--- src/rtl/core/ddd_pkg.sv ---
// Shared types, constants and bit-step functions for the differential descrambler decoder.
package ddd_pkg;

   localparam int unsigned HIST_WIDTH = 17;
   localparam int unsigned RUN_WIDTH = 7;
   localparam int unsigned TAP_NEAR = 13;
   localparam int unsigned TAP_FAR = 16;
   localparam logic [RUN_WIDTH-1:0] RUN_LIMIT = 7'd64;
   localparam int unsigned BITS_PER_SYMBOL = 4;

   typedef struct packed {
      logic [1:0] dibit;
      logic [1:0] position;
   } ddd_symbol_bits_type;

   typedef struct packed {
      logic [HIST_WIDTH-1:0] history;
      logic [RUN_WIDTH-1:0]  run_count;
   } ddd_scr_state_type;

   typedef struct packed {
      ddd_scr_state_type state;
      logic              out_bit;
   } ddd_scr_step_type;

   // quadrant change (mod 4) to dibit
   function automatic logic [1:0] ddd_dibit_map(input logic [1:0] delta);
      logic [1:0] dibit;
      unique case (delta)
         2'd0: dibit = 2'd1;
         2'd1: dibit = 2'd0;
         2'd2: dibit = 2'd2;
         2'd3: dibit = 2'd3;
         default: dibit = 2'd1;
      endcase
      return dibit;
   endfunction

   // one bit through the self-synchronizing descrambler
   function automatic ddd_scr_step_type ddd_scr_step(input ddd_scr_state_type cur,
                                                     input logic in_bit);
      ddd_scr_step_type res;
      logic [RUN_WIDTH-1:0] count;
      res.out_bit = in_bit ^ cur.history[TAP_NEAR] ^ cur.history[TAP_FAR];
      res.state.history = {cur.history[HIST_WIDTH-2:0], in_bit};
      count = cur.run_count;
      if (count >= RUN_LIMIT) begin
         res.out_bit = ~res.out_bit;
         count = '0;
      end
      res.state.run_count = in_bit ? count + 1'b1 : '0;
      return res;
   endfunction

endpackage

--- src/rtl/core/ddd_diff_decode.sv ---
// Differential quadrant decoder: keeps the previous quadrant and maps the change to a dibit.
module ddd_diff_decode
   import ddd_pkg::*;
(
   input  logic                clock,
   input  logic                reset,
   input  logic                step_en,
   input  logic [3:0]          symbol_index,
   output ddd_symbol_bits_type symbol_bits
);

   logic [1:0] prev_quadrant_ff;
   logic [1:0] prev_quadrant_in;
   logic [1:0] quadrant;

   assign quadrant = symbol_index[3:2];
   assign symbol_bits.dibit = ddd_dibit_map(quadrant - prev_quadrant_ff);
   assign symbol_bits.position = symbol_index[1:0];
   assign prev_quadrant_in = step_en ? quadrant : prev_quadrant_ff;

   always_ff @(posedge clock) begin
      if (reset) begin
         prev_quadrant_ff <= '0;
      end else begin
         prev_quadrant_ff <= prev_quadrant_in;
      end
   end

endmodule

--- src/rtl/core/ddd_descrambler.sv ---
// Descrambler with taps 14 and 17 and ones-run inversion, unrolled over up to four bits.
module ddd_descrambler
   import ddd_pkg::*;
(
   input  logic                clock,
   input  logic                reset,
   input  logic                step_en,
   input  logic                sixteen_point_mode,
   input  ddd_symbol_bits_type symbol_bits,
   output logic [3:0]          data_bits
);

   ddd_scr_state_type state_ff;
   ddd_scr_state_type state_in;
   ddd_scr_state_type chain [BITS_PER_SYMBOL+1];
   ddd_scr_step_type  step_res [BITS_PER_SYMBOL];
   logic [BITS_PER_SYMBOL-1:0] in_bits;
   logic [BITS_PER_SYMBOL-1:0] scr_bits;

   assign in_bits = {symbol_bits.dibit, symbol_bits.position};

   always_comb begin
      chain[0] = state_ff;
      for (int i = 0; i < BITS_PER_SYMBOL; i++) begin
         step_res[i] = ddd_scr_step(chain[i], in_bits[BITS_PER_SYMBOL-1-i]);
         scr_bits[BITS_PER_SYMBOL-1-i] = step_res[i].out_bit;
         if (i < 2 || sixteen_point_mode) begin
            chain[i+1] = step_res[i].state;
         end else begin
            chain[i+1] = chain[i];
         end
      end
   end

   assign data_bits = sixteen_point_mode ? scr_bits : {2'b00, scr_bits[3:2]};
   assign state_in = step_en ? chain[BITS_PER_SYMBOL] : state_ff;

   always_ff @(posedge clock) begin
      if (reset) begin
         state_ff <= '0;
      end else begin
         state_ff <= state_in;
      end
   end

endmodule

--- src/rtl/core/differential_descrambler_decoder.sv ---
// Top level of the differential descrambler decoder.
// One symbol index enters per item; the block returns one item per symbol with the descrambled
// bits and the raw differential dibit. An item passes through the input register and then the
// result register, with the decode and the four-bit unrolled descrambler between them. A new
// item is taken every cycle while the result side keeps up. The mode register is sampled when
// an item leaves the input register.
module differential_descrambler_decoder
   import ddd_pkg::*;
(
   input  logic       clock,
   input  logic       reset,
   input  logic       csr_wr_en,
   input  logic       csr_wr_data,   // sixteen_point_mode
   input  logic       req_tvalid,
   output logic       req_tready,
   input  logic [7:0] req_tdata,     // [3:0] symbol_index, [7:4] zero
   output logic       rsp_tvalid,
   input  logic       rsp_tready,
   output logic [7:0] rsp_tdata      // [3:0] data_bits, [5:4] raw_dibit, [7:6] zero
);

   logic                mode_ff;
   logic                mode_in;
   logic                in_valid_ff;
   logic                in_valid_in;
   logic [3:0]          in_sym_ff;
   logic [3:0]          in_sym_in;
   logic                rsp_valid_ff;
   logic                rsp_valid_in;
   logic [3:0]          rsp_data_ff;
   logic [3:0]          rsp_data_in;
   logic [1:0]          rsp_dibit_ff;
   logic [1:0]          rsp_dibit_in;
   logic                advance;
   logic                req_take;
   ddd_symbol_bits_type symbol_bits;
   logic [3:0]          data_bits;

   assign advance = in_valid_ff && (!rsp_valid_ff || rsp_tready);
   assign req_tready = !in_valid_ff || advance;
   assign req_take = req_tvalid && req_tready;

   assign mode_in = csr_wr_en ? csr_wr_data : mode_ff;
   assign in_valid_in = req_take || (in_valid_ff && !advance);
   assign in_sym_in = req_take ? req_tdata[3:0] : in_sym_ff;
   assign rsp_valid_in = advance || (rsp_valid_ff && !rsp_tready);
   assign rsp_data_in = advance ? data_bits : rsp_data_ff;
   assign rsp_dibit_in = advance ? symbol_bits.dibit : rsp_dibit_ff;

   ddd_diff_decode u_diff (
      .clock        (clock),
      .reset        (reset),
      .step_en      (advance),
      .symbol_index (in_sym_ff),
      .symbol_bits  (symbol_bits)
   );

   ddd_descrambler u_scr (
      .clock              (clock),
      .reset              (reset),
      .step_en            (advance),
      .sixteen_point_mode (mode_ff),
      .symbol_bits        (symbol_bits),
      .data_bits          (data_bits)
   );

   always_ff @(posedge clock) begin
      if (reset) begin
         mode_ff <= 1'b0;
         in_valid_ff <= 1'b0;
         rsp_valid_ff <= 1'b0;
      end else begin
         mode_ff <= mode_in;
         in_valid_ff <= in_valid_in;
         rsp_valid_ff <= rsp_valid_in;
      end
   end

   always_ff @(posedge clock) begin
      in_sym_ff <= in_sym_in;
      rsp_data_ff <= rsp_data_in;
      rsp_dibit_ff <= rsp_dibit_in;
   end

   assign rsp_tvalid = rsp_valid_ff;
   assign rsp_tdata = {2'b00, rsp_dibit_ff, rsp_data_ff};

endmodule

--- config.mk ---
export PLATFORM = sky130hd
export DESIGN_NAME = differential_descrambler_decoder
export DESIGN_NICKNAME = d
export VERILOG_FILES = /design/src/rtl/core/ddd_pkg.sv /design/src/rtl/core/ddd_diff_decode.sv /design/src/rtl/core/ddd_descrambler.sv /design/src/rtl/core/differential_descrambler_decoder.sv
export SDC_FILE = /design/constraint.sdc
export NUM_CORES = 1
export LEC_CHECK = 0
export ABC_CLOCK_PERIOD_IN_PS = 10630
export BUFFER_PORTS_ARGS = -buffer_cell sky130_fd_sc_hd__buf_2
export CAP_MARGIN = 25
export CORE_UTILIZATION = 50
export CTS_BUF_LIST = sky130_fd_sc_hd__clkbuf_16
export DETAILED_ROUTE_END_ITERATION = 12
export PLACE_DENSITY = 0.73
export SLEW_MARGIN = 40
export SYNTH_ARGS = -nofsm -noshare
export SYNTH_HDL_FRONTEND = slang
export SYNTH_HIERARCHICAL = 1
export SYNTH_SLANG_ARGS = --single-unit
--- constraint.sdc ---
create_clock -name clock -period 10.63 [get_ports clock]
set_clock_uncertainty 0.1 [all_clocks]
set_input_delay 2.126 -clock clock [delete_from_list [all_inputs] [get_ports clock]]
set_output_delay 2.126 -clock clock [all_outputs]
set_load 0.02 [all_outputs]
==> impl_metrics.tcl, run 1 <==
set metrics [dict create \
    yosysSeqAreaShare_pct 31.0 \
    portBuffers 17 \
    cts_tree "yes" \
    synth_area_leaders "dfxtp_1 20%, edfxtp_1 11%, mux2i_1 7.4%" \
    power_density_nw_per_um2 147 \
    hold_class "reg -> reg" \
    tightest_slew_ps 648 \
    worst_ep_required_time_ps 10720 \
    timing.fmax_mhz 180 \
    place_congestion 0.873 \
    crit_chain "nand2b_1, inv_1, ha_1, nand4_1, o21a_1, and2_1, ha_1, nand2_1, a31oi_2, o211ai_1, nor2_1, nor2_1, ha_1, nand4_1, o21ai_0, nor3_1, ha_1, nand4_1, or4_1, a311oi_1" \
    rsz0062_at_grt "false" \
    yosysTopAreaCellShare_pct 20.4 \
    cpMaxStageDelayCell "dfxtp_1" \
    cts_hold_buf 0 \
    comb_power_share_pct 23.2 \
    core_area_um2 5510 \
    layout_worst_path_cycle_share_pct 52.3 \
    wl_per_cell_um 15.5 \
    final_cell_mix "36 x nor2_1, 29 x dfxtp_1, 21 x mux2i_1, 21 x a211oi_1, 18 x nand2_1" \
    synth_top_cell_by_area "dfxtp_1" \
    insertion_delay_ps 280 \
    root_buffer "clkbuf_16" \
    ys_seq_elements 39 \
    overflow 0 \
    dieWidth_um 77.4 \
    status "completed" \
    grt_use_total_pct 21.0 \
    pre_cts_ws_ps 5210 \
    antenna_cells 0 \
    power_leakage_nw 1.13 \
    cts_setup_buffers 0 \
    pwr-share-clk_pct 37.9 \
    drive_above_1_share_pct 16.4 \
    htree_num_levels 2 \
    switching_share_pct 29.9 \
    crit_arrival_ps 5650 \
    num-fill-cells 495 \
    finalHoldViolCount 0 \
    viasPerCell 5.94 \
    io_pins 24 \
    wirelength_um 6020 \
    avgSynthCellArea_um2 9.05 \
    grt_max_degree 57 \
    final_nets 337 \
    vias 2311 \
    netlist_instances 314 \
    cts.path.max_buffers 2 \
    cts_resized 0 \
    area_delta_synth_final_pct 8.14 \
    ys.flop_type "dfxtp_1" \
    end_kind "flop" \
    grt_pass1_vias 2130 \
    cap_viol_max_count 0 \
    setup_viol 0 \
    async_flop_share_pct 0 \
    cts.sinks 39 \
    vdd_drop_max_mv 0.113 \
    std_cell_rows 27 \
    initial_core_util_pct 51.6 \
    min_period_ps 5560 \
    cts_buffers 5 \
    crit_type "reg -> reg" \
    worstSetupStartpointType "flop" \
    die-height_um 77.4 \
    ant_nets 0 \
    fin_ws_ps 5070 \
    critPathMaxFanout 19 \
    netlist_area_um2 2840 \
    netlist-cell-type-count 71 \
    die_area_um2 5990 \
    hpwlAfterDp_um 4230 \
    crit_top_cell "ha_1" \
    slew_headroom_pct 56.7 \
    firstDrtPassIters 4 \
    synth-warning-count 6 \
    power_switching_w 0.000135 \
    p_int_w 0.000316 \
    slew_viol_final 0 \
    max_stage_delay_ps 730 \
    seqPwrFrac_pct 38.8 \
    drt_iter0_markers 234 \
    layout_commonest_cell "nor2_1" \
    drc 0 \
    totalNegativeSetupSlack_ps 0 \
    grt_pass1_wl_um 10200 \
    cts.clk_slew.worst_paths_ps 60 \
    synth_edf_count 10 \
    antenna_found_initial 0 \
]
-- power groups by stage --
stage / registers (W) / logic [W] / clock network [W]
after global routing: 0.000177 / 0.000116 / 0.000181
after floorplan: 0.000175 / 0.0000862 / 0
after detailed placement: 0.000178 / 0.000103 / 0
after global placement: 0.000178 / 0.000101 / 0
after CTS: 0.000175 / 0.000104 / 0.000174
final: 0.000175 / 0.000105 / 0.000171
-- Yosys cell counts, drive strengths merged (4+ instances only) --
cell / count
nor2: 36
dfxtp: 29
mux2i: 23
a211oi: 21
nand2: 19
xnor2: 17
buf: 13
clkbuf: 11
edfxtp: 10
a21oi: 8
and2: 8
inv: 8
o211ai: 8
ha: 7
nor2b: 7
nor3: 7
o21ai: 7
nand2b: 6
nand4: 6
a311oi: 5
and3: 5
nand3: 4
-- cell type report --
class                   instances  area (µm²)  area share (%)
clock buffers                   5         125            4.07
inverters                       8        30.0           0.977
well taps                      72        90.1            2.93
clock inverters                 3        43.8            1.42
repair buffers                 18        92.6            3.01
multi-input cells             244        1810            58.9
flip-flops and latches         39         881            28.7
-- routing by layer --
| metal | part of all wire, % | global-route usage (%) | routed length, µm |
|---|---|---|---|
| met1 | 46 | 28.4 | 2760 |
| met2 | 48 | 34.1 | 2880 |
| met3 | 4.9 | 3.65 | 294 |
| met4 | 1.5 | 6.60 | 91 |
| met5 | 0 | 0 | 0 |
-- through the flow --
step	area (µm²)	std cells	hold slack (ps)	util (%)	total power, W
after detailed placement	2910	381	390	52.8	0.000281
after floorplan	2850	315	362	-	0.000262
after global placement	2900	381	377	52.7	0.000279
after CTS	3070	389	400	55.8	0.000453
final	3070	389	399	55.8	0.000451
after global routing	3070	389	416	55.8	0.000473
-- worst paths after layout --
kind | start | endpoint | slack, ps | depth (start not counted)
max | u_scr/chain[102] | u_scr/chain[102] | 5070 | 20
max reg2reg | u_scr/chain[102] | u_scr/chain[102] | 5070 | 20
min | u_diff/prev_quadrant_ff[0] | u_diff/prev_quadrant_ff[0] | 400 | 2
min reg2reg | u_diff/prev_quadrant_ff[0] | u_diff/prev_quadrant_ff[0] | 400 | 2
-- flip-flops by register name (all words and copies together), names as in the netlist --
register and cells:
u_scr/chain 24, in_sym_ff 4, rsp_data_ff 4, rsp_dibit_ff 2, u_diff/prev_quadrant_ff 2, in_valid_ff 1, mode_ff 1, rsp_tvalid 1
-- critical path, delay by kind of cell, from the launching register on --
kind,cells,cell delay (ps)
simple gates,10,2170
compound gates,5,1290
fa+ha+maj,4,1090
flops,1,730
buf+inv,1,70
-- kinds of logic (layout without fill, tap and decap cells) --
group,Yosys count,count (layout),share of synthesized area [%]
muxes,25,25,9.46
and+or+nand+nor,114,114,21.9
xor gates and xnor gates,20,20,6.82
AOI/OAI and AO/OA,76,76,22.1
DFF,39,39,31.0
buffers and inverters,32,34,5.46
adders and majority gates,7,7,3.08
other,1,2,0.132
No activity file was read; power rests on OpenSTA's default activity.
==> run 2: changes to the inputs <==
Settings changed: ABC_CLOCK_PERIOD_IN_PS 10630 to 5100, PLACE_DENSITY 0.73 to 0.75.
Clock period 10.63 ns to 5.1 ns, I/O delays scaled along.
==> run 2 against run 1 <==
Clock-buffer cell count unchanged. Largest cell class unchanged. Final cell count is 2.6% higher. Combinational power up 120%. Die area unchanged. Core utilization is 1.4 points higher. First-iteration DRC count is 12% lower. Global-route usage up 1.0 points.
==> impl_metrics.tcl, run 2 (synthesis results as in run 1) <==
set metrics [dict create \
    status "completed" \
    drt_iter0_markers 205 \
    antenna_cells 0 \
    tightest_slew_ps 608 \
    rsz0062_at_grt "false" \
    overflow 0 \
    grt_pass1_vias 2179 \
    insertion_delay_ps 280 \
    end_kind "flop" \
    crit_type "reg -> reg" \
    largest_reg_flops 24 \
    wl_per_cell_um 15.7 \
    layout_worst_path_cycle_share_pct 92.6 \
    cts_setup_buffers 0 \
    antenna_found_initial 0 \
    io_pins 24 \
    slew_viol_final 0 \
    finalHoldViolCount 0 \
    pre_cts_ws_ps 499 \
    max_stage_delay_ps 430 \
    crit_buf_inv 1 \
    core_area_um2 5510 \
    dieWidth_um 77.4 \
    worstHoldStart "in_valid_ff" \
    crit_arrival_ps 4810 \
    final_cell_mix "36 x nor2_1, 29 x dfxtp_1, 21 x mux2i_1, 21 x a211oi_1, 18 x nand2_1" \
    ant_nets 0 \
    grt_max_degree 57 \
    hold_class "reg -> reg" \
    fin_ws_ps 379 \
    wirelength_um 6260 \
    p_total_w 0.000956 \
    reg2reg_slack_ps 380 \
    min_period_ps 4720 \
    hpwlAfterDp_um 4350 \
    cts_buffers 5 \
    worstSetupStartpointType "flop" \
    layout_commonest_cell "nor2_1" \
    cap_viol_max_count 0 \
    place_congestion 0.930 \
    r2r-end "u_scr/chain[102]" \
    power_density_nw_per_um2 303 \
    cts_hold_buf 0 \
    drive_above_1_share_pct 19.0 \
    worst_ep_required_time_ps 5190 \
    setup_viol 0 \
    initial_core_util_pct 51.6 \
    htree_num_levels 2 \
    totalNegativeSetupSlack_ps 0 \
    ff2ff_path_depth 22 \
    grt_pass1_wl_um 10600 \
    timing.fmax_mhz 212 \
    cts_tree "yes" \
    portBuffers 17 \
    area_delta_synth_final_pct 10.8 \
    slew_headroom_pct 59.5 \
    critPathMaxFanout 8 \
    cpMaxStageDelayCell "or4_1" \
    grt_use_total_pct 22.1 \
    final_nets 347 \
    hold_depth 2 \
    critical_path.top_delay_family "simple AND/OR/NAND/NOR gates" \
    die-height_um 77.4 \
    crit_top_cell "ha_1" \
    power_leakage_nw 1.18 \
    cts_resized 0 \
    cts.clk_slew.worst_paths_ps 60 \
    root_buffer "clkbuf_16" \
    vdd_drop_max_mv 0.184 \
    cts.sinks 39 \
    viasPerCell 6.04 \
    vias 2409 \
    drc 0 \
    cts.path.max_buffers 2 \
    die_area_um2 5990 \
    firstDrtPassIters 4 \
    crit_chain "inv_1, ha_1, xnor2_1, xnor2_1, ha_1, or2_2, o21a_1, and2_1, ha_1, nand2_1, a31oi_2, o211ai_1, nor2_1, nor2_1, ha_1, nand4_1, o21ai_0, nor3_1, ha_1, nand4_1, or4_1, a311oi_1" \
    std_cell_rows 27 \
    whs_endpoint "rsp_tvalid" \
    worstReg2RegStart "in_sym_ff[2]" \
]
-- run 2: cell types whose count changed in the layout (fill, tap and decap cells not counted), sizes merged --
cell,delta
buf,+10
-- run 2: area by class of cell --
type / instances / area [µm²]
Fill cell: 474 / 2360
Tap cell: 72 / 90.1
Timing Repair Buffer: 28 / 168
Multi-Input combinational cell: 244 / 1810
Clock buffer: 5 / 125
Inverter: 8 / 30.0
Clock inverter: 3 / 43.8
Sequential cell: 39 / 881
-- run 2: stage by stage --
step	hold slack, ps	std cells	utilization [%]	instance area [µm²]
after floorplan	362	315	-	2850
after global placement	373	391	54.1	2980
after detailed placement	391	391	54.1	2980
after CTS	397	399	57.2	3150
after global routing	416	399	57.2	3150
final	390	399	57.2	3150
-- run 2: worst max-delay path by stage --
stage,endpoint,from,slack [ps],cells after the start
CTS,u_scr/chain[100],in_sym_ff[2],440,24
floorplan,u_scr/chain[102],in_sym_ff[2],620,23
finish,u_scr/chain[102],in_sym_ff[2],380,22
detailed placement,u_scr/chain[100],in_sym_ff[2],500,24
global route,u_scr/chain[100],in_sym_ff[2],90,24
global placement,u_scr/chain[100],in_sym_ff[2],590,24
-- run 2: per-layer routing --
metal / GRT usage, % / part of all wire (%)
met5: 0 / 0
met4: 5.85 / 1.3
met3: 3.29 / 4.7
met2: 36.6 / 48
met1: 29.8 / 46
-- run 2: where the power goes --
group	switching (W)	internal [W]	leakage, nW
clock network	0.000127	0.000231	0.0838
logic	0.000140	0.0000958	0.759
registers	0.0000195	0.000342	0.335
-- run 2: tightest hold or removal path, cell delays in order (launching register included) --
cell	delay, ps
dfxtp_1	340
inv_1	60
a21oi_1	50
